$ cat src/rtl/assert_macros.svh
// Assertion shorthands, all clocked on clk and disabled during rst.
`ifndef ASSERT_MACROS_SVH
`define ASSERT_MACROS_SVH

// Invariant that holds at every edge.
`define ASSERT_ALWAYS(label, expr, msg) \
  label: assert property (@(posedge clk) disable iff (rst) (expr)) else $error(msg);

// Same-cycle implication.
`define ASSERT_IMPL(label, ante, cons, msg) \
  label: assert property (@(posedge clk) disable iff (rst) (ante) |-> (cons)) else $error(msg);

// Next-cycle implication.
`define ASSERT_NEXT(label, ante, cons, msg) \
  label: assert property (@(posedge clk) disable iff (rst) (ante) |=> (cons)) else $error(msg);

`endif

$ cat src/rtl/hss_pkg.sv
package hss_pkg;

  localparam int SET_DEPTH  = 256;
  localparam int COORD_BITS = 16;
  localparam int ADDR_BITS  = $clog2(SET_DEPTH);
  localparam int CNT_BITS   = $clog2(SET_DEPTH + 1);

  typedef enum logic [1:0] {
    FN_STAMP = 2'd0,
    FN_CLEAR = 2'd1,
    FN_READ  = 2'd2
  } func_t;

  typedef enum logic [1:0] {
    SHAPE_DISC = 2'd0,
    SHAPE_RING = 2'd1,
    SHAPE_ROW  = 2'd2,
    SHAPE_COL  = 2'd3
  } shape_t;

  typedef struct packed {
    logic [1:0]                   func;
    logic [1:0]                   mode;
    logic [3:0]                   radius;
    logic signed [COORD_BITS-1:0] center_q;
    logic signed [COORD_BITS-1:0] center_r;
    logic [7:0]                   read_index;
  } in_item_t;

  typedef struct packed {
    logic [CNT_BITS-1:0]          stored_count;
    logic                         dropped;
    logic                         entry_valid;
    logic signed [COORD_BITS-1:0] entry_q;
    logic signed [COORD_BITS-1:0] entry_r;
    logic [1:0]                   entry_mark;
  } out_item_t;

  typedef struct packed {
    logic signed [COORD_BITS-1:0] q;
    logic signed [COORD_BITS-1:0] r;
    logic [1:0]                   mark;
  } entry_t;

  typedef struct packed {
    logic                 we;
    logic [ADDR_BITS-1:0] waddr;
    entry_t               wdata;
    logic                 re;
    logic [ADDR_BITS-1:0] raddr;
  } mem_req_t;

  typedef struct packed {
    logic start;
    logic step;
  } walk_ctl_t;

  typedef struct packed {
    logic pass;
    logic last;
  } walk_sts_t;

endpackage

$ cat src/rtl/hss_walk.sv
module hss_walk #(
  parameter int MAX_RADIUS = 8
) (
  input  logic                                  clk,
  input  hss_pkg::walk_ctl_t                    ctl,
  input  logic [1:0]                            mode,
  input  logic [3:0]                            radius,
  input  logic signed [hss_pkg::COORD_BITS-1:0] center_q,
  input  logic signed [hss_pkg::COORD_BITS-1:0] center_r,
  output hss_pkg::walk_sts_t                    sts,
  output logic signed [hss_pkg::COORD_BITS-1:0] cell_q,
  output logic signed [hss_pkg::COORD_BITS-1:0] cell_r
);
  import hss_pkg::*;

  // radius magnitude bits; offsets and dq+dr need two more
  localparam int NW = $clog2(MAX_RADIUS + 2);
  localparam int OW = NW + 2;

  logic [NW-1:0]                n;
  logic [NW-1:0]                n_sat;
  logic [1:0]                   shape;
  logic signed [COORD_BITS-1:0] cq;
  logic signed [COORD_BITS-1:0] cr;
  logic signed [OW-1:0]         dq;
  logic signed [OW-1:0]         dr;
  logic signed [OW-1:0]         nn;
  logic signed [OW-1:0]         n_start;
  logic [OW-1:0]                aq;
  logic [OW-1:0]                ar;
  logic [OW-1:0]                as;
  logic [OW-1:0]                hex_dist;
  logic [OW-1:0]                nu;

  function automatic logic [OW-1:0] mag(input logic signed [OW-1:0] v);
    mag = (v < 0) ? OW'(-v) : OW'(v);
  endfunction

  assign n_sat   = (int'(radius) > MAX_RADIUS) ? NW'(MAX_RADIUS) : NW'(radius);
  assign n_start = signed'(OW'(n_sat));
  assign nn      = signed'(OW'(n));
  assign nu      = OW'(n);

  always_ff @(posedge clk) begin
    if (ctl.start) begin
      n     <= n_sat;
      shape <= mode;
      cq    <= center_q;
      cr    <= center_r;
      dq    <= -n_start;
      dr    <= -n_start;
    end else if (ctl.step) begin
      if (dq == nn) begin
        dq <= -nn;
        dr <= dr + OW'(1);
      end else begin
        dq <= dq + OW'(1);
      end
    end
  end

  // hex distance as the largest of |dq|, |dr|, |dq+dr|
  always_comb begin
    aq       = mag(dq);
    ar       = mag(dr);
    as       = mag(dq + dr);
    hex_dist = aq;
    if (ar > hex_dist) hex_dist = ar;
    if (as > hex_dist) hex_dist = as;
  end

  always_comb begin
    sts.last = (dq == nn) && (dr == nn);
    unique case (shape)
      SHAPE_DISC: sts.pass = (hex_dist <= nu);
      SHAPE_RING: sts.pass = (hex_dist == nu);
      SHAPE_ROW:  sts.pass = (dr == 0);
      SHAPE_COL:  sts.pass = (dq == 0);
    endcase
  end

  assign cell_q   = cq + COORD_BITS'(dq);
  assign cell_r   = cr + COORD_BITS'(dr);
endmodule

$ cat config.mk
export PLATFORM = sky130hd
export DESIGN_NAME = hss_walk
export DESIGN_NICKNAME = d
export VERILOG_FILES = /design/src/rtl/assert_macros.svh /design/src/rtl/hss_pkg.sv /design/src/rtl/hss_walk.sv
export SDC_FILE = /design/constraint.sdc
export NUM_CORES = 1
export LEC_CHECK = 0
export BUFFER_PORTS_ARGS = -buffer_cell sky130_fd_sc_hd__buf_2
export CAP_MARGIN = 5
export CORE_MARGIN = 1
export CORE_UTILIZATION = 40
export DETAILED_ROUTE_END_ITERATION = 10
export HOLD_SLACK_MARGIN = 0.15
export PLACE_DENSITY = 0.6
export SYNTH_ARGS = -nofsm -noshare
export SYNTH_HDL_FRONTEND = slang
export SYNTH_SLANG_ARGS = --single-unit
export TNS_END_PERCENT = 5
$ cat constraint.sdc
create_clock -name clk -period 6.1 [get_ports clk]
set_input_delay 0.61 -clock clk [delete_from_list [all_inputs] [get_ports clk]]
set_output_delay 0.61 -clock clk [all_outputs]
set_load 0.02 [all_outputs]
==> metrics.md, run 1 <==
| Metric | Value |
|---|---|
| Placed Area | 4930 um2 |
| Setup-failing EPs final | 0 |
| Seq pwr share | 0.241 |
| Main area contributors after synthesis | edfxtp_1 (35%), ha_1 (17%), xnor2_1 (6.7%) |
| Reg-to-Reg End | dq[1]$_DFFE_PP_ |
| Total core area | 10400 um2 |
| Pre-CTS WS | 0.298 ns |
| Critical Path Sink Type | output pin |
| DR pass1 iterations | 7 |
| Vias in the first global route | 3471 |
| WL/cell | between 15 and 20 um |
| Fmax | 172 MHz |
| DRC | 0 |
| Post-synth EDFFs | 50 |
| Tot GR Track Use | 0.188 |
| Layout Skew | about 0.015 ns |
| Final HPWL DP | around 7800 um |
| Total wire length | between 10000 and 15000 um |
| Die Width | 106 um |
| Post-route ant nets | 0 |
| Max Cap Viol | 0 |
| Worst Hold End | cq[9]$_DFFE_PP_ |
| Clock share of power | 0.113 |
| Vias | 3562 |
| Startpoint Class | flip-flop |
| Global route overflow | 0 |
| Peak VDD IR | about 0.00020 V |
| Post-Syn Instances | 442 |
| Count of final max-slew check failures | 0 |
| Commonest non-fill, non-tap cell in the layout | buf_2 |
| Clk slew on worst S/H paths | 0.11 ns |
| Nets | about 650 |
| Status | completed |
| Vias per cell | about 5.2 |
| Worst-Skew Late Latency | 0.33 ns |
| Largest net degree at the start of global routing | 58 |
| DR iter-0 viols | 164 |
| Combinational power share | 0.646 |
| Initial core utilization | 0.417 |
| CP Class | flip-flop to output pin |
| Ant. Diodes | 0 |
| Fin util | 0.512 |
| Antenna violations before repair | 0 |
| Synth Net Count | 544 |
| Power per cell area | between 300 and 400 nW/um2 |
| Post-Synthesis Cell Area | roughly 4300 um2 |
| Relative slew slack | 0.232 |
| Worst hold path depth | 1 |
| Synth top area share | 0.346 |
| H-tree levels | 2 |
| Crit path DAT | between 5 and 6 ns |
| CTS tree | done |
| Most frequent cells in the layout | buf_2 (74), ha_1 (52), edfxtp_1 (50) |
| Layout cells sized above 1 | 0.274 |
| Hold crit path type | primary input to flip-flop |
| # clock sinks | 50 |
| Design area | about 5300 um2 |
| Final Cycle Share | 0.950 |
| CP required | 5.49 ns |
| Hold Startpoint | center_q[9] |
| Worst setup margin | 0.303 ns |
| Row count | 37 |
| Sw frac | 0.429 |
| Final hold slack | 0.447 ns |
| Yosys cell types | 49 |
| Synthesis-to-finish area growth | 22.7% |
| Worst R2R Start | dq[0]$_DFFE_PP_ |
| Seq/Total Area, Yosys | 0.346 |
| Cell taking the most area after synthesis | edfxtp_1 |
| Number of synthesized register bits | 50 |
| Psw | slightly below 0.0008 W |
| Die H | between 100 and 150 um |
| Die area | 11300 um2 |
| Routability congestion estimate | 0.862 |
| Cts bufs inserted | 5 |
| First-pass GRT wire length | 16500 um |
| CP max FO | 7 |
| Post-synth ARST share | 0 |
| Number of synthesis warnings | 0 |
| Int Pwr | 0.00103 W |
| Tightest Pin Transition | 1.15 ns |
| Clock Path Buffers | 2 |
| CTS Hold Bufs | 0 |
| Flop2flop setup slack | between 4 and 5 ns |
| Post-synth top flop | edfxtp_1 |
| Reg2Reg Depth | 8 |
| Top-level I/O count | 75 |
| Pleak | 2.36 nW |
| CTS Root Cell | clkbuf_8 |
| IO Port Bufs | 74 |
| Final worst path period need | between 5 and 6 ns |
| Syn Area/Cell | 9.82 um2 |
| Final Hold Vio Count | 0 |
-- state kept, by name (all words and copies together) (netlist names) --
register	count
dq	6
cr	16
cq	16
n	4
dr	6
shape	2
-- cell families (layout without fill, tap and decap cells) --
group | after synthesis | count (layout) | share of synthesized area
buf+inv | 44 | 145 | 0.0392
flops | 50 | 50 | 0.346
fa+ha+maj | 61 | 61 | 0.181
simple gates | 109 | 109 | 0.127
compound gates | 111 | 111 | 0.164
mux | 7 | 7 | 0.0190
xor+xnor | 60 | 60 | 0.124
-- critical path: stages (launching register included) --
cell	delay [ns]
edfxtp_1	0.43
buf_6	0.16
o31ai_4	0.23
xor2_1	0.21
inv_1	0.10
ha_4	0.27
nand4_1	0.12
a21oi_1	0.16
o32a_1	0.25
buf_6	0.14
mux2_2	0.34
ha_2	0.18
a21o_1	0.16
a21o_1	0.18
a221oi_2	0.31
a31oi_4	0.07
buf_4	0.17
a21o_1	0.19
ha_1	0.29
o21a_1	0.11
o21ai_1	0.12
nand2_1	0.07
a21oi_2	0.16
o21ai_1	0.08
o211ai_1	0.17
buf_4	0.17
-- power by group through the flow --
stage	Sequential, W	Combinational, W	Clock, W
finish	0.000436	0.00117	0.000205
CTS	0.000434	0.00105	0.000213
detailed placement	0.000442	0.00100	0
global route	0.000441	0.00128	0.000222
global placement	0.000440	0.000970	0
floorplan	0.000440	0.000750	0
-- area by class of cell --
cell class              count  area (um2)
clock buffers               5        68.8
multi-input cells         348        2820
fillers                   944        5090
flip-flops and latches     50        1500
clock inverters             2        13.8
inverters                  30         113
well taps                 136         170
repair buffers            108         644
-- repair_timing --
| item | 4_1_cts | 5_1_grt |
|---|---|---|
| pin swaps | 1 | 13 |
| setup endpoints to repair | 1 | 1 |
| cloned | 0 | 1 |
| setup buffers | 2 | 17 |
| resized for setup | 1 | 34 |
| hold endpoints to repair | 0 | 0 |
-- how the worst max path moves through the flow --
| stage | start | to | slack [ns] |
|---|---|---|---|
| 6_report | dr[0]$_DFFE_PP_ | sts[1] | 0.30 |
| 5_1_grt | dq[1]$_DFFE_PP_ | sts[1] | -0.07 |
| 4_1_cts | dq[1]$_DFFE_PP_ | sts[1] | 0.04 |
| 3_5_place_dp | dq[1]$_DFFE_PP_ | sts[1] | 0.30 |
| 3_3_place_gp | dq[1]$_DFFE_PP_ | sts[1] | 0.41 |
| 2_1_floorplan | dq[0]$_DFFE_PP_ | sts[1] | 0.18 |
-- synthesized netlist by cell type (2+ instances only) --
cell	instances
ha_1	58
edfxtp_1	50
a21oi_1	34
xnor2_1	33
inv_1	30
o21ai_0	29
nand2_1	27
nor2_1	27
xor2_1	25
a21o_1	18
nand3_1	13
clkbuf_1	10
nand4_1	9
nand2b_1	7
nor2b_1	6
o21a_1	5
a31oi_1	4
buf_2	4
and3_1	3
and4_1	3
fa_1	3
mux2_2	3
nor3_1	3
or2_2	3
a2111o_1	2
mux2i_1	2
nor4_1	2
o2111ai_1	2
o311ai_0	2
o31a_1	2
o31ai_1	2
o41ai_1	2
or4_1	2
xnor2_2	2
-- metrics by stage --
step                      total power (W)  setup TNS (ns)  instances
after floorplan                   0.00119               0        442
after global placement            0.00141               0        652
after detailed placement          0.00144               0        652
after CTS                         0.00170               0        661
after global routing              0.00194         -0.0676        679
final                             0.00181               0        679
-- metal layers --
metal  wire, um  up-vias  global-route usage
met2       4960       83               0.315
met5          0        -                   0
met1       4900     1644               0.241
met4        200        0              0.0556
li1           -     1819                   -
met3        427       16              0.0405
No activity file was read; power rests on OpenSTA's default activity.
==> run 2: changes to the inputs <==
--- a/config.mk
+++ b/config.mk
@@ -5,6 +5,7 @@
 export SDC_FILE = /design/constraint.sdc
 export NUM_CORES = 1
 export LEC_CHECK = 0
+export ABC_AREA = 1
 export BUFFER_PORTS_ARGS = -buffer_cell sky130_fd_sc_hd__buf_2
 export CAP_MARGIN = 5
 export CORE_MARGIN = 1
==> metrics.md, run 2 <==
| Metric | Value |
|---|---|
| Initial core utilization | 0.410 |
| Seq/Total Area, Yosys | 0.322 |
| CP required | roughly 5.5 ns |
| Worst R2R Start | dq[1]$_DFFE_PP_ |
| H-tree levels | 2 |
| Most common cell in the synthesized netlist | nand2_1 |
| CTS tree | done |
| Post-Synthesis Cell Area | 4660 um2 |
| Largest registers | cq: 16 flops, cr: 16 flops |
| Tot GR Track Use | 0.198 |
| CTS Hold Bufs | 0 |
| Critical Path Sink Type | output pin |
| Number of synthesized register bits | 50 |
| Yosys cell types | 45 |
| Post-synth EDFFs | 50 |
| Pleak | 2.62 nW |
| Psw | between 0.0007 and 0.0008 W |
| Ant. Diodes | 0 |
| Combinational power share | 0.565 |
| CP Class | flip-flop to output pin |
| Crit path top cell by count | nand2_1 |
| Startpoint Class | flip-flop |
| Status | completed |
| Commonest non-fill, non-tap cell in the layout | nand2_1 |
| Most frequent cells in the layout | nand2_1 (115), buf_2 (74), inv_1 (67) |
| Top-level I/O count | 75 |
| Reg2Reg Depth | 5 |
| Setup-failing EPs final | 0 |
| Clk slew on worst S/H paths | 0.07 ns |
| Slowest Stage Delay on Critical Path | between 0.4 and 0.5 ns |
| Die Width | 110 um |
| Antenna violations before repair | 0 |
| First-pass GRT wire length | around 18000 um |
| Nets | roughly 740 |
| CTS Root Cell | clkbuf_16 |
| Crit path DAT | 5.01 ns |
| Synthesis-to-finish area growth | 15.1% |
| Commonest cells post-synth | nand2_1 (115), inv_1 (68), ha_1 (58) |
| Relative slew slack | 0.330 |
| Syn Area/Cell | 8.35 um2 |
| Max Cap Viol | 0 |
| Die area | approximately 12000 um2 |
| Fin util | 0.472 |
| Post-synth top flop | edfxtp_1 |
| Main area contributors after synthesis | edfxtp_1 (32%), ha_1 (16%), nand2_1 (9.3%) |
| Fmax | roughly 180 MHz |
| Clock share of power | 0.179 |
| Final Hold Vio Count | 0 |
| Post-synth ARST share | 0 |
| Reg-to-Reg End | dr[1]$_DFFE_PP_ |
| CP max FO | 9 |
| RSZ-0062 raised after global routing | no |
| IO Port Bufs | 74 |
| Final HPWL DP | 8970 um |
| Clock Path Buffers | 2 |
| Layout cells sized above 1 | 0.192 |
| DRC | 0 |
| Final Cycle Share | 0.921 |
| Count of final max-slew check failures | 0 |
| Cts bufs inserted | 5 |
| DR pass1 iterations | 5 |
| Routability congestion estimate | a little over 0.9 |
| Tightest Pin Transition | 0.992 ns |
| Synth top area share | 0.322 |
| Final worst path period need | between 5 and 6 ns |
| Int Pwr | 0.000969 W |
| WL/cell | 14.4 um |
| Vias in the first global route | 3986 |
| Die H | 110 um |
| DR iter-0 viols | 311 |
| Post-Syn Instances | 558 |
| Post-route ant nets | 0 |
| Sw frac | 0.446 |
| Register area | ~1500 um2 |
| Cell taking the most area after synthesis | edfxtp_1 |
| Layout Skew | 0.00380 ns |
| Number of synthesis warnings | 0 |
| Peak VDD IR | 0.000194 V |
| Multi-input gate area | 2810 um2 |
| # clock sinks | 50 |
| Total wire length | 11300 um |
| Seq pwr share | 0.256 |
| Slowest CP cell | edfxtp_1 |
| Largest net degree at the start of global routing | 52 |
| Vias | 4087 |
| Row count | 39 |
| Vias per cell | 5.23 |
| Fill cell count | 1124 |
| Worst setup path endpoint | sts[1] |
| Synth Net Count | 660 |
| Hold Startpoint | center_r[6] |
| Fin Setup TNS | 0 ns |
| Global route overflow | 0 |
| Worst-Skew Late Latency | about 0.29 ns |
| Flop2flop setup slack | 3.73 ns |
| Crit path from | dr[1]$_DFFE_PP_ |
| Power per cell area | 326 nW/um2 |
| Hold crit path type | primary input to flip-flop |
| Total core area | 11400 um2 |
==> run 2: changes by cell type after synthesis, sizes merged, moves of 9 or more <==
cell,change
nand3,+25
a21oi,+9
inv,+44
a21o,-14
xor2,+10
nand2,+97
xnor2,-25
==> run 2: cell families after synthesis <==
family                   Yosys count  synth area share
AND/OR/NAND/NOR                  215             0.216
adder cells (fa/ha/maj)           61             0.169
AO/OA/AOI/OAI                    104             0.132
XOR/XNOR                          45            0.0862
buffers and inverters             83            0.0741
flip-flops                        50             0.322
==> run 2: power by group through the flow <==
stage / Combinational (W) / Clock (W) / Sequential (W)
6_report: 0.000988 / 0.000313 / 0.000449
4_1_cts: 0.000989 / 0.000321 / 0.000450
2_1_floorplan: 0.000747 / 0 / 0.000442
5_1_grt: 0.00112 / 0.000330 / 0.000452
3_5_place_dp: 0.000982 / 0 / 0.000457
3_3_place_gp: 0.000962 / 0 / 0.000457
==> run 2: critical path: cells and delay by family (launching register included) <==
family,cells,cell delay (ns)
xor gates and xnor gates,1,0.26
AOI/OAI and AO/OA,5,0.81
adders and majority gates,4,1.13
and+or+nand+nor,15,1.35
DFF,1,0.45
buffers and inverters,6,0.69
==> run 2: per-layer routing <==
layer	part of all wire	vias to the layer above	track usage
li1	-	2074	-
met1	0.45	1890	0.253
met2	0.48	114	0.344
met3	0.055	9	0.0308
met4	0.012	0	0.0524
met5	0	-	0
==> run 2: final cells by class <==
cell class                      instances  area share
Clock inverter                          2     0.00630
Inverter                               78      0.0567
Multi-Input combinational cell        425       0.524
Clock buffer                            5      0.0233
Timing Repair Buffer                   79      0.0761
Sequential cell                        50       0.280
Tap cell                              143      0.0334
==> run 2: through the flow <==
| stage | cell area (um2) | worst slack (ns) | instances | hold WS [ns] | total power, W |
|---|---|---|---|---|---|
| floorplan | 4660 | 1.33 | 558 | 0.670 | 0.00119 |
| global placement | 5180 | 0.858 | 772 | 0.786 | 0.00142 |
| detailed placement | 5180 | 0.755 | 772 | 0.788 | 0.00144 |
| CTS | 5340 | 0.415 | 779 | 0.472 | 0.00176 |
| global route | 5360 | 0.0172 | 782 | 0.474 | 0.00190 |
| finish | 5360 | 0.485 | 782 | 0.481 | 0.00175 |
==> run 2: worst min-delay path by stage <==
stage,end,slack (ns),depth (start not counted)
after CTS,cr[3]$_DFFE_PP_,0.47,1
after global placement,cr[4]$_DFFE_PP_,0.79,1
final,cr[6]$_DFFE_PP_,0.48,1
after floorplan,dr[3]$_DFFE_PP_,0.67,2
after global routing,cr[8]$_DFFE_PP_,0.47,1
after detailed placement,cr[3]$_DFFE_PP_,0.79,1
==> run 2: what timing repair did <==
item | CTS | global route
resized for setup | 0 | 1
endpoints found under the hold margin | 0 | 0
setup endpoints to repair | 0 | 1
setup buffers | 0 | 3
